File: src/linear_search_key_table_unit_defines.svh
// Assertion macros for the linear search key table unit.
// Used by the top level; they expect clk and rst_n in scope.
`ifndef LINEAR_SEARCH_KEY_TABLE_UNIT_DEFINES_SVH
`define LINEAR_SEARCH_KEY_TABLE_UNIT_DEFINES_SVH

// same-cycle implication
`define LSKT_ASSERT_IMPL(label, ante, cons, msg) \
    label: assert property (@(posedge clk) disable iff (!rst_n) (ante) |-> (cons)) \
        else $error(msg);

// next-cycle implication
`define LSKT_ASSERT_NEXT(label, ante, cons, msg) \
    label: assert property (@(posedge clk) disable iff (!rst_n) (ante) |=> (cons)) \
        else $error(msg);

`endif

File: src/lskt_pkg.sv
// Shared types and constants for the linear search key table unit.
// No dependencies.
`timescale 1ns / 1ps
`default_nettype none

package lskt_pkg;

    localparam int CAPACITY = 1024;
    localparam int IDX_W    = $clog2(CAPACITY);
    localparam int CNT_W    = $clog2(CAPACITY + 1);

    localparam int OP_W  = 2;
    localparam int KEY_W = 32;
    localparam int POS_W = 10;
    localparam int CMP_W = 11;

    localparam logic [OP_W-1:0] OP_INSERT = 2'd0;
    localparam logic [OP_W-1:0] OP_SEARCH = 2'd1;
    localparam logic [OP_W-1:0] OP_REMOVE = 2'd2;

    typedef enum logic [1:0] {
        ST_OK      = 2'd0,
        ST_ABSENT  = 2'd1,
        ST_PRESENT = 2'd2,
        ST_FULL    = 2'd3
    } status_t;

    typedef enum logic [2:0] {
        S_IDLE,
        S_START,
        S_SCAN,
        S_MOVE,
        S_RESULT
    } state_t;

    typedef struct packed {
        status_t            status;
        logic [POS_W-1:0]   position;
        logic [CMP_W-1:0]   comparisons;
        logic [CMP_W-1:0]   entry_total;
    } res_t;

endpackage

`default_nettype wire

File: src/lskt_seq.sv
// Sequencer for the key table: scan counter, shared key comparator, entry count.
// Depends on lskt_pkg; drives the ports of lskt_ram.
`timescale 1ns / 1ps
`default_nettype none

module lskt_seq (
    input  logic                        clk,
    input  logic                        rst_n,
    input  logic                        in_valid,
    output logic                        in_stall,
    input  logic [lskt_pkg::OP_W-1:0]   opcode,
    input  logic [lskt_pkg::KEY_W-1:0]  key,
    output logic                        res_valid,
    input  logic                        res_ready,
    output lskt_pkg::res_t              res,
    output logic                        wr_en,
    output logic [lskt_pkg::IDX_W-1:0]  wr_addr,
    output logic [lskt_pkg::KEY_W-1:0]  wr_data,
    output logic [lskt_pkg::IDX_W-1:0]  rd_addr,
    input  logic [lskt_pkg::KEY_W-1:0]  rd_data
);

    import lskt_pkg::*;

    state_t             state_reg,  state_next;
    logic [OP_W-1:0]    op_reg,     op_next;
    logic [KEY_W-1:0]   key_reg,    key_next;
    logic [IDX_W-1:0]   rd_idx_reg, rd_idx_next;
    logic [IDX_W-1:0]   slot_reg,   slot_next;
    logic [CNT_W-1:0]   count_reg,  count_next;
    res_t               res_reg,    res_next;

    logic [CNT_W-1:0]   last_idx;
    logic               do_miss;

    assign last_idx  = count_reg - 1'b1;
    assign in_stall  = (state_reg != S_IDLE);
    assign res_valid = (state_reg == S_RESULT);
    assign res       = res_reg;

    always_ff @(posedge clk or negedge rst_n)
    begin
        if (!rst_n)
        begin
            state_reg <= S_IDLE;
            count_reg <= '0;
        end
        else
        begin
            state_reg <= state_next;
            count_reg <= count_next;
        end
    end

    always_ff @(posedge clk)
    begin
        op_reg     <= op_next;
        key_reg    <= key_next;
        rd_idx_reg <= rd_idx_next;
        slot_reg   <= slot_next;
        res_reg    <= res_next;
    end

    always_comb
    begin
        state_next  = state_reg;
        op_next     = op_reg;
        key_next    = key_reg;
        rd_idx_next = rd_idx_reg;
        slot_next   = slot_reg;
        count_next  = count_reg;
        res_next    = res_reg;
        rd_addr     = rd_idx_reg + 1'b1;
        wr_en       = 1'b0;
        wr_addr     = count_reg[IDX_W-1:0];
        wr_data     = key_reg;
        do_miss     = 1'b0;

        case (state_reg)
            S_IDLE:
            begin
                if (in_valid)
                begin
                    op_next    = opcode;
                    key_next   = key;
                    state_next = S_START;
                end
            end
            S_START:
            begin
                if (op_reg != OP_INSERT && op_reg != OP_SEARCH && op_reg != OP_REMOVE)
                begin
                    res_next.status      = ST_ABSENT;
                    res_next.position    = '0;
                    res_next.comparisons = '0;
                    res_next.entry_total = CMP_W'(count_reg);
                    state_next           = S_RESULT;
                end
                else if (count_reg == '0)
                begin
                    do_miss = 1'b1;
                end
                else
                begin
                    rd_addr     = '0;
                    rd_idx_next = '0;
                    state_next  = S_SCAN;
                end
            end
            S_SCAN:
            begin
                if (rd_data == key_reg)
                begin
                    slot_next            = rd_idx_reg;
                    res_next.position    = POS_W'(rd_idx_reg);
                    res_next.comparisons = CMP_W'(CNT_W'(rd_idx_reg) + 1'b1);
                    res_next.entry_total = CMP_W'(count_reg);
                    if (op_reg == OP_INSERT)
                    begin
                        res_next.status = ST_PRESENT;
                        state_next      = S_RESULT;
                    end
                    else if (op_reg == OP_SEARCH)
                    begin
                        res_next.status = ST_OK;
                        state_next      = S_RESULT;
                    end
                    else
                    begin
                        // fetch the last entry to fill the hole
                        rd_addr    = last_idx[IDX_W-1:0];
                        state_next = S_MOVE;
                    end
                end
                else if (CNT_W'(rd_idx_reg) == last_idx)
                begin
                    do_miss = 1'b1;
                end
                else
                begin
                    rd_idx_next = rd_idx_reg + 1'b1;
                end
            end
            S_MOVE:
            begin
                wr_en                = 1'b1;
                wr_addr              = slot_reg;
                wr_data              = rd_data;
                count_next           = last_idx;
                res_next.status      = ST_OK;
                res_next.entry_total = CMP_W'(last_idx);
                state_next           = S_RESULT;
            end
            S_RESULT:
            begin
                if (res_ready)
                begin
                    state_next = S_IDLE;
                end
            end
            default:
            begin
                state_next = S_IDLE;
            end
        endcase

        if (do_miss)
        begin
            res_next.comparisons = CMP_W'(count_reg);
            res_next.position    = '0;
            res_next.entry_total = CMP_W'(count_reg);
            res_next.status      = ST_ABSENT;
            if (op_reg == OP_INSERT)
            begin
                if (count_reg == CNT_W'(CAPACITY))
                begin
                    res_next.status = ST_FULL;
                end
                else
                begin
                    wr_en                = 1'b1;
                    wr_addr              = count_reg[IDX_W-1:0];
                    wr_data              = key_reg;
                    count_next           = count_reg + 1'b1;
                    res_next.status      = ST_OK;
                    res_next.position    = POS_W'(count_reg);
                    res_next.entry_total = CMP_W'(count_reg + 1'b1);
                end
            end
            state_next = S_RESULT;
        end
    end

endmodule

`default_nettype wire

File: config.mk
export PLATFORM = sky130hd
export DESIGN_NAME = lskt_seq
export DESIGN_NICKNAME = d
export VERILOG_FILES = /design/src/linear_search_key_table_unit_defines.svh /design/src/lskt_pkg.sv /design/src/lskt_seq.sv
export SDC_FILE = /design/constraint.sdc
export NUM_CORES = 1
export LEC_CHECK = 0
export BUFFER_PORTS_ARGS = -buffer_cell sky130_fd_sc_hd__buf_2
export CAP_MARGIN = 20
export CORE_UTILIZATION = 38
export CTS_BUF_LIST = sky130_fd_sc_hd__clkbuf_4 sky130_fd_sc_hd__clkbuf_8
export CTS_CLUSTER_SIZE = 8
export DETAILED_ROUTE_END_ITERATION = 8
export PLACE_DENSITY = 0.64
export SLEW_MARGIN = 30
export SYNTH_ARGS = -nofsm -noshare
export SYNTH_HDL_FRONTEND = slang
export SYNTH_SLANG_ARGS = --single-unit
File: constraint.sdc
create_clock -name clk -period 10.3 [get_ports clk]
set_input_delay 3.09 -clock clk [delete_from_list [all_inputs] [get_ports clk]]
set_output_delay 3.09 -clock clk [all_outputs]
set_load 0.03 [all_outputs]
==> results of run 1 <==
[synth_stat cells, types with 5 or more instances]
master	n
nand2_1	151
edfxtp_1	88
xor2_1	44
xnor2_1	30
nor2_1	29
clkbuf_1	23
o21ai_0	20
nand3_1	19
dfrtp_1	14
a21oi_1	11
and3_1	10
mux2_2	10
nor4_1	10
inv_1	8
a22o_1	7
nor3_1	7
o22ai_1	7
and2_1	6
nand4_1	5
[layout make-up]
type | instances | area [µm²] | area share
clock buffers | 10 | 138 | 0.0204
clock inverters | 6 | 68.8 | 0.0102
inverters | 8 | 30.0 | 0.00446
multi-input cells | 413 | 2450 | 0.364
flip-flops and latches | 102 | 2990 | 0.444
well taps | 180 | 225 | 0.0334
repair buffers | 161 | 833 | 0.124
[worst max path at each step]
stage                     slack (ns)         end         from
after floorplan                 2.36  rd_addr[2]  rd_data[23]
after global placement          1.65       wr_en  rd_data[31]
after detailed placement        1.50       wr_en  rd_data[31]
after CTS                       1.49       wr_en  rd_data[31]
after global routing            1.30       wr_en  rd_data[31]
final                           1.55       wr_en  rd_data[31]
[report_power, final]
part | internal, mW | total (mW) | switching, mW
registers | 0.620 | 0.754 | 0.134
clock network | 0.120 | 0.270 | 0.150
logic | 0.281 | 0.915 | 0.634
[routing by layer]
| layer | GRT usage | vias to the layer above | part of all wire |
|---|---|---|---|
| li1 | - | 2212 | - |
| met1 | 0.279 | 2180 | 0.42 |
| met2 | 0.359 | 202 | 0.47 |
| met3 | 0.0494 | 23 | 0.087 |
| met4 | 0.0911 | 0 | 0.023 |
| met5 | 0 | - | 0 |
[logic make-up after synthesis]
family,after synthesis,share of synthesized area
and+or+nand+nor,252,0.198
DFF,102,0.535
xor gates and xnor gates,74,0.116
AOI/OAI and AO/OA,68,0.0810
buffers and inverters,41,0.0313
muxes,15,0.0293
adders and majority gates,4,0.00895
==> summary.md, run 1 <==
| Metric | Value |
|---|---|
| Final Hold Vio Count | 0 |
| Worst skew pair latency | 0.40 ns |
| Yosys reg bits | 102 |
| Remaining DRCs | 0 |
| CP max stage cell | o21ai_1 |
| Pleak | 2.83 nW |
| Layout Cells excl Fill | 880 |
| Syn_nets | 630 |
| Initial Utilization | 0.397 |
| Crit-path most repeated cell | buf_2 |
| Input/output buffers | 158 |
| Number of flops mapped to enable cells by yosys | 88 |
| Reg-to-reg critical path startpoint | count_reg[0]$_DFF_PN0_ |
| Status | complete, no violations |
| Hold path depth | 0 |
| Hold Buf Count CTS | 0 |
| Depth of the most critical reg-to-reg path | 10 |
| # rows | 43 |
| Die Height | 123 µm |
| Antenna violations before repair | 0 |
| CTS root buf | clkbuf_8 |
| H-tree Lvls | 3 |
| Worst clock skew | 0.0185 ns |
| Post-Syn Instances | 556 |
| Worst reg2reg setup slack | 5.74 ns |
| Max_slew headroom | 0.466 |
| CP arrival | 5.66 ns |
| Final nets | 769 |
| Final worst-path setup slack | 1.55 ns |
| Top cell type's share of synthesized area | 0.472 |
| Top cells by area, synth | edfxtp_1 (47%), nand2_1 (10%), xor2_1 (6.9%), dfrtp_1 (6.3%), xnor2_1 (4.7%) |
| Buffer and inverter count on the worst path | 3 |
| Placed cells | 863 |
| Post-Route WL | 16.0 mm |
| Global-route wire length before repair | 24.4 mm |
| Asr flop ratio synth | 0.137 |
| Cell area after synthesis | 5590 µm² |
| Area leader, netlist | edfxtp_1 |
| Share of the yosys chip area belonging to registers | 0.535 |
| Clock sink count | 102 |
| Crit-path cells | buf_2 -> xor2_1 -> nor4_1 -> nand4_1 -> o21ai_1 -> o32ai_4 -> nor2_1 -> inv_1 -> buf_2 |
| Syn Area/Cell | 10.1 µm² |
| Vias in the first global route | 4515 |
| Clk pin slew, worst setup/hold paths | 0.10 ns |
| Routed length per instance | 18.2 µm |
| Placed Instance Area | 6500 µm² |
| DR pass1 iterations | 4 |
| Design area | 6740 µm² |
| Gpl congestion | 0.906 |
| Pwr Total | 1.94 mW |
| Post-CTS resize count | 0 |
| Setup TNS | 0 ns |
| HP Start | rd_idx_reg[4]$_SDFFCE_PN0P_ |
| CTS tree | done |
| Hold slack | 0.591 ns |
| Max cap viols | 0 |
| GRT Resource Usage Total | 0.219 |
| Most used DFF post-synth | edfxtp_1 |
| Pin count of the biggest net entering global routing | 57 |
| Worst path top cell family by delay | simple AND/OR/NAND/NOR gates |
| Number of distinct library cells after synthesis | 50 |
| Num CTS Buffers | 9 |
| Count of warnings emitted by yosys | 0 |
| Most frequent cells in the layout | buf_2 (158), nand2_1 (151), edfxtp_1 (88), xor2_1 (44), xnor2_1 (30) |
| Ant. Diodes | 0 |
| Minimum clock period | 8.75 ns |
| Worst hold endpoint | slot_reg[4]$_DFFE_PP_ |
| Final core occ | 0.478 |
| Number of top-level pins | 159 |
| Via count | 4617 |
| Width of the chip | 123 µm |
| Avg Vias per Cell | 5.25 |
| Final setup fails | 0 |
| Layout cell share with drive strength beyond 1 | 0.280 |
| Worst setup EP type | output pin |
| Total grt overflow | 0 |
| Pins Over Slew Limit | 0 |
| R2r endpoint | res[4]$_DFFE_PP_ |
| CP peak stage delay | 0.59 ns |
| Filler cell count | 1358 |
| Unrepaired setup endpoints after global routing | false |
| Slew @ Worst Pin | 0.800 ns |
| Pwr dens | 288 nW/µm² |
| Max reg flops | 34 |
| Worst-case clock buffer depth | 2 |
| First DRT Iteration DRCs | 283 |
| Critical path depth in cells | 9 |
| Maximum fanout along the worst path | 17 |
| Area Overhead vs Synth | 20.5% |
| Final HPWL DP | 11.9 mm |
| Pre-CTS setup slack | 1.50 ns |
| Worst setup SP type | input port |
| Core footprint | 14100 µm² |
| Maximum clock frequency | 114 MHz |
| Worst vdd ir | 119 µV |
| Leading cell type in the layout, fill and taps excluded | buf_2 |
| Final period util | 0.850 |
| Critical path class | input port to output pin |
| Worst endpoint required time | 7.21 ns |
| Post-route ant nets | 0 |
| Die area | 15200 µm² |
| Hold Crit Class | register to register |
| Buffer count from post-CTS setup fixing | 0 |
No activity file was read; power rests on OpenSTA's default activity.
==> run 2: changes to the inputs <==
Settings changed: PLACE_DENSITY 0.64 to 0.67.
Clock period 10.3 ns to 7.3 ns, I/O delays scaled along.
==> run 2 against run 1 <==
Worst hold slack improved by 0.0059 ns. Cell count rose by 0.34%. Global-route usage rose by 0.21 points. Register-to-register slack got worse by 2.8 ns. Utilization rose by 0.12 points. Cell area rose by 0.24%. Combinational power rose by 43%. First-iteration DRC count rose by 66%. Routed wire length fell by 0.33%. Critical path depth fell by 1. Sequential power rose by 41%. Via count rose by 1.3%. Critical endpoint is now rd_addr[6]. Largest power group unchanged.
==> summary.md, run 2 (synthesized netlist as in run 1, its figures left out) <==
| Metric | Value |
|---|---|
| Global-route wire length before repair | 24.9 mm (+2.1%) |
| Remaining DRCs | 0 (unchanged) |
| Num CTS Buffers | 9 (unchanged) |
| Via count | 4679 (+1.3%) |
| Most frequent cells in the layout | buf_2 (158), nand2_1 (151), edfxtp_1 (88), xor2_1 (44), xnor2_1 (30) |
| Sequential share of power | 0.387 (-0.002) |
| Input/output buffers | 158 (unchanged) |
| R2r endpoint | res[28]$_DFFE_PP_ |
| Initial Utilization | 0.397 (unchanged) |
| Worst skew pair latency | 0.39 ns (about the same) |
| DR pass1 iterations | 5 (+1) |
| Worst path top cell family by delay | simple AND/OR/NAND/NOR gates |
| Final period util | 0.922 |
| Clock Power Share | 0.138 (about the same) |
| Pin count of the biggest net entering global routing | 57 (unchanged) |
| Core footprint | 14100 µm² (unchanged) |
| Max reg flops | 34 (unchanged) |
| HP Start | rd_idx_reg[9]$_SDFFCE_PN0P_ |
| Placed cells | 866 (+0.35%) |
| Final setup fails | 0 (unchanged) |
| Worst reg2reg setup slack | 2.91 ns (-2.83 ns) |
| Routed length per instance | 18.1 µm (-0.67%) |
| Reg-to-reg critical path startpoint | count_reg[0]$_DFF_PN0_ |
| Design area | 6760 µm² (+0.24%) |
| Antenna violations before repair | 0 (unchanged) |
| Clock sink count | 102 (unchanged) |
| Post-Route WL | 16.0 mm (-0.33%) |
| Maximum clock frequency | 149 MHz |
| Worst-case clock buffer depth | 2 (unchanged) |
| Setup TNS | 0 ns (unchanged) |
| Pins Over Slew Limit | 0 (unchanged) |
| Hold Buf Count CTS | 0 (unchanged) |
| Ant. Diodes | 0 (unchanged) |
| Depth of the most critical reg-to-reg path | 10 (unchanged) |
| Total grt overflow | 0 (unchanged) |
| Die Height | 123 µm (unchanged) |
| Maximum fanout along the worst path | 11 (-6) |
| Switching Fraction | 0.470 (-0.00317) |
| Gpl congestion | 0.883 (-2.5%) |
| H-tree Lvls | 3 (unchanged) |
| CTS root buf | clkbuf_8 |
| Number of top-level pins | 159 (unchanged) |
| Gate power share | 0.475 (+0.003) |
| Post-CTS resize count | 0 (unchanged) |
| Pwr dens | 407 nW/µm² (+41%) |
| Layout cell share with drive strength beyond 1 | 0.282 (+0.00165) |
| CP peak stage delay | 0.47 ns (-0.12 ns) |
| Pleak | 2.86 nW (+1.1%) |
| Final Hold Vio Count | 0 (unchanged) |
| Crit-path most repeated cell | buf_2 |
| GRT Resource Usage Total | 0.221 (+0.00210) |
| Unrepaired setup endpoints after global routing | false |
| Cell internal pwr | 1.46 mW (+43%) |
| Layout Cells excl Fill | 883 (+0.34%) |
| Critical path class | input port to output pin |
| Worst setup SP type | input port |
| Worst setup EP type | output pin |
| Avg Vias per Cell | 5.30 (+1.0%) |
| Buffer and inverter count on the worst path | 2 (-1) |
| Area Overhead vs Synth | 20.8% |
| Placed Instance Area | 6520 µm² (+0.29%) |
| Crit-path cells | buf_2 -> xor2_1 -> nor4_1 -> nand4_1 -> nor2_1 -> nand3_1 -> o21ai_0 -> buf_2 |
| CTS tree | done |
| Worst vdd ir | 164 µV (+38%) |
| Worst clock skew | 0.00853 ns (-0.00997 ns) |
| Worst endpoint required time | 5.11 ns (-2.10 ns) |
| Slew @ Worst Pin | 0.935 ns (+0.134 ns) |
| Switching pwr | 1.29 mW (+41%) |
| Final HPWL DP | 11.8 mm (-0.50%) |
| Vias in the first global route | 4578 (+1.4%) |
| Width of the chip | 123 µm (unchanged) |
| Hold path depth | 0 (unchanged) |
| Die area | 15200 µm² (unchanged) |
| CP arrival | 4.54 ns (-1.12 ns) |
| # rows | 43 (unchanged) |
| Worst hold endpoint | slot_reg[9]$_DFFE_PP_ |
| Leading cell type in the layout, fill and taps excluded | buf_2 |
| Status | complete, no violations |
| Hold Crit Class | register to register |
| First DRT Iteration DRCs | 469 (+66%) |
| CP max stage cell | nor4_1 |
| Max cap viols | 0 (unchanged) |
| Minimum clock period | 6.73 ns |
| Final nets | 772 (+0.39%) |
| Filler cell count | 1364 (+0.44%) |
| Clk pin slew, worst setup/hold paths | 0.09 ns (about the same) |
| Max_slew headroom | 0.373 (-0.0937) |
| Buffer count from post-CTS setup fixing | 0 (unchanged) |
| Post-route ant nets | 0 (unchanged) |
==> run 2: changes by cell type in the layout (fill, tap and decap cells not counted), sizes merged <==
cell      previous run  this run
buf                161       164
clkbuf              10        13
clkinv               0         2
clkinvlp             4         0
inv                  9         8
==> run 2: worst reg2reg max path: stages, from the launching register on <==
cell	delay, ns
dfrtp_1	0.57
inv_1	0.20
ha_1	0.25
or4b_4	0.53
or4_1	0.60
xor2_1	0.22
o31a_1	0.27
a221o_1	0.48
o21ai_1	0.47
nor2_1	0.27
a22o_1	0.28
==> run 2: final cells by class <==
cell class                 count  area (µm²)  area share
clock buffer                  13         160      0.0237
clock inverter                 3        43.8     0.00648
inverter                       8        30.0     0.00444
multi-input combinational    413        2450       0.362
sequential                   102        2990       0.443
tap                          180         225      0.0333
timing repair buffer         164         856       0.127
==> run 2: how the worst max path moves through the flow <==
stage,to,cells after the start,slack (ns),from
6_report,rd_addr[6],8,0.57,rd_data[21]
5_1_grt,rd_addr[6],8,0.41,rd_data[21]
4_1_cts,rd_addr[0],8,0.52,rd_data[21]
3_5_place_dp,rd_addr[0],8,0.52,rd_data[21]
3_3_place_gp,rd_addr[2],9,0.53,rd_data[21]
2_1_floorplan,rd_addr[2],7,1.16,rd_data[23]
==> run 2: metrics by stage <==
stage	hold WS (ns)	total power, mW	utilization	worst slack, ns
after CTS	0.584	2.75	0.477	0.522
final	0.597	2.75	0.479	0.570
after global routing	0.633	2.91	0.479	0.413
after detailed placement	0.562	2.37	0.463	0.518
after global placement	0.572	2.36	0.462	0.526
after floorplan	0.424	1.94	-	1.16
==> run 2: routing by layer <==
layer | wire length (µm) | global-route usage | vias to the layer above
met5 | 0 | 0 | -
met4 | 425 | 0.0964 | 0
met3 | 1390 | 0.0429 | 27
met2 | 7620 | 0.368 | 244
met1 | 6550 | 0.280 | 2193
li1 | - | - | 2215
==> run 2: power by group through the flow <==
| stage | clock network (mW) | registers [mW] | logic, mW |
|---|---|---|---|
| detailed placement | 0 | 1.08 | 1.29 |
| global route | 0.411 | 1.09 | 1.41 |
| finish | 0.379 | 1.06 | 1.31 |
| CTS | 0.390 | 1.06 | 1.30 |
| floorplan | 0 | 1.14 | 0.803 |
| global placement | 0 | 1.07 | 1.29 |
==> run 3: changes to the inputs <==
Settings changed: CORE_UTILIZATION 38 to 45, CTS_CLUSTER_SIZE 8 to 25, GPL_ROUTABILITY_DRIVEN from default to 0, PLACE_DENSITY 0.67 to 0.76.
==> run 3 against run 2 <==
Power fell by 2.4%. Sequential power barely moved. Non-clock buffer count is 2 lower. Cell count down 1.6%. Critical path depth rose by 3. Die area decreased by 15%. Highest routed layer unchanged. Critical endpoint is now wr_en.
==> summary.md, run 3 (synthesized netlist as in run 1, its figures left out) <==
| Metric | Value |
|---|---|
| DRT met1 WL | 6.01 mm (-8.2%) |
| Pwr dens | 401 nW/µm² (-1.5%) |
| Num CTS Buffers | 9 (unchanged) |
| Worst setup EP type | output pin |
| CP arrival | 4.62 ns (+0.08 ns) |
| Worst endpoint required time | 5.11 ns (about the same) |
| Final worst-path setup slack | 0.489 ns (-0.0809 ns) |
| Global-route wire length before repair | 23.6 mm (-5.1%) |
| Remaining DRCs | 0 (unchanged) |
| Worst setup SP type | register |
| Pwr Total | 2.68 mW (-2.4%) |
| Pins Over Slew Limit | 0 (unchanged) |
| Hold path depth | 0 (unchanged) |
| Minimum clock period | 6.81 ns (+0.0809 ns) |
| Final nets | 770 (-0.26%) |
| Layout Cells excl Fill | 869 (-1.6%) |
| Uppermost layer routed | met4 |
| First DRT Iteration DRCs | 374 (-20%) |
| Routed length on met2 | 7.26 mm (-4.7%) |
| Worst-case clock buffer depth | 2 (unchanged) |
| Input/output buffers | 158 (unchanged) |
| CP max stage cell | o32ai_4 |
| H-tree Lvls | 3 (unchanged) |
| DR WL met3 | 1.29 mm (-7.4%) |
| Most frequent cells in the layout | buf_2 (158), nand2_1 (151), edfxtp_1 (88), xor2_1 (44), xnor2_1 (30) |
| Critical path depth in cells | 11 (+3) |
| Post-route ant nets | 0 (unchanged) |
| Number of top-level pins | 159 (unchanged) |
| Pre-CTS setup slack | 0.649 ns (+0.131 ns) |
| Core footprint | 12100 µm² (-14%) |
| Buffer and inverter count on the worst path | 3 (+1) |
| Maximum fanout along the worst path | 17 (+6) |
| Placed cells | 852 (-1.6%) |
| Post-CTS resize count | 0 (unchanged) |
| Max reg flops | 34 (unchanged) |
| Clk pin slew, worst setup/hold paths | 0.09 ns (about the same) |
| Final Hold Vio Count | 0 (unchanged) |
| Die Height | 113 µm (-8.0%) |
| Worst clock skew | 0.00850 ns (-0.0000246 ns) |
| Final period util | 0.933 (+0.0111) |
| Layout cell share with drive strength beyond 1 | 0.281 (-0.000623) |
| GRT Resource Usage Total | 0.239 (+0.0173) |
| Via count | 4707 (+0.60%) |
| Unrepaired setup endpoints after global routing | false |
| Max cap viols | 0 (unchanged) |
| Total grt overflow | 0 (unchanged) |
| DR pass1 iterations | 5 (unchanged) |
| Slew @ Worst Pin | 0.997 ns (+0.0627 ns) |
| Vias in the first global route | 4662 (+1.8%) |
| Ant. Diodes | 0 (unchanged) |
| Setup TNS | 0 ns (unchanged) |
| CTS tree | done |
| Worst path top cell family by delay | compound AO/OA/AOI/OAI gates |
| Hold Buf Count CTS | 0 (unchanged) |
| Width of the chip | 113 µm (-8.0%) |
| Depth of the most critical reg-to-reg path | 10 (unchanged) |
| Post-Route WL | 14.9 mm (-6.8%) |
| Avg Vias per Cell | 5.42 (+2.2%) |
| Antenna violations before repair | 0 (unchanged) |
| Maximum clock frequency | 147 MHz (-1.2%) |
| Die area | 12900 µm² (-15%) |
| Buffer count from post-CTS setup fixing | 0 (unchanged) |
| FF/Latch Area | 2990 µm² (unchanged) |
| Status | complete, no violations |
| Clock sink count | 102 (unchanged) |
| Pin count of the biggest net entering global routing | 57 (unchanged) |
| Final HPWL DP | 11.0 mm (-7.2%) |
| Routed length per instance | 17.2 µm (-5.3%) |
| Max_slew headroom | 0.332 (-0.0413) |
| Pleak | 2.82 nW (-1.4%) |
| Crit-path cells | inv_1 -> ha_1 -> or4b_4 -> or4_1 -> xor2_1 -> o31a_1 -> a221o_1 -> o32ai_4 -> nor2_1 -> inv_1 -> buf_2 |
| Initial Utilization | 0.464 (+0.0669) |
| Worst skew pair latency | 0.38 ns (about the same) |
| CP peak stage delay | 0.71 ns (+0.24 ns) |
| Critical path class | register to output pin |
| Filler cell count | 1042 (-24%) |
| CTS root buf | clkbuf_8 |
| Crit-path most repeated cell | inv_1 |
| Area Overhead vs Synth | 19.7% |
| Area of the multi-input gates | 2450 µm² (-0.10%) |
| Leading cell type in the layout, fill and taps excluded | buf_2 |
| # rows | 40 (-7.0%) |
| Worst vdd ir | 161 µV (-1.6%) |
| Hold Crit Class | register to register |
| Final setup fails | 0 (unchanged) |
-- run 3: cell count changes in the layout (fill, tap and decap cells not counted), sizes merged --
cell	previous run	this run
buf	164	162
bufinv	1	0
clkbuf	13	12
clkinv	2	3
clkinvlp	0	1
-- run 3: final timing paths --
| path | slack, ns | start | to |
|---|---|---|---|
| setup / recovery | 0.49 | count_reg[0]$_DFF_PN0_ | wr_en |
| hold / removal | 0.60 | rd_idx_reg[5]$_SDFFCE_PN0P_ | slot_reg[5]$_DFFE_PP_ |
| setup reg to reg | 2.80 | count_reg[0]$_DFF_PN0_ | res[9]$_DFFE_PP_ |
| hold reg to reg | 0.60 | rd_idx_reg[5]$_SDFFCE_PN0P_ | slot_reg[5]$_DFFE_PP_ |
| max in group asynchronous | 5.32 | rst_n | count_reg[1]$_DFF_PN0_ |
| min in group asynchronous | 1.71 | rst_n | state_reg[1]$_DFFE_PN0P_ |
-- run 3: area by class of cell --
type,instances,area share
Multi-Input combinational cell,413,0.365
Clock inverter,4,0.00336
Clock buffer,12,0.0228
Timing Repair Buffer,162,0.126
Tap cell,168,0.0314
Sequential cell,102,0.447
Inverter,8,0.00449
-- run 3: where the power goes --
part	leakage [nW]	internal [mW]	total (mW)	switching [mW]
Clock	0.0930	0.139	0.330	0.191
Combinational	1.74	0.398	1.29	0.891
Sequential	0.982	0.874	1.06	0.188
-- run 3: metal layers --
layer / vias to the layer above / global-route usage
li1: 2206 / -
met1: 2217 / 0.297
met2: 257 / 0.398
met3: 27 / 0.0606
met4: 0 / 0.0965
met5: - / 0
-- run 3: metrics by stage --
step	cell area, µm²	utilization	hold WS [ns]
4_1_cts	6660	0.552	0.596
6_report	6700	0.555	0.597
2_1_floorplan	5590	-	0.424
3_5_place_dp	6490	0.538	0.570
5_1_grt	6700	0.555	0.606
3_3_place_gp	6480	0.538	0.572
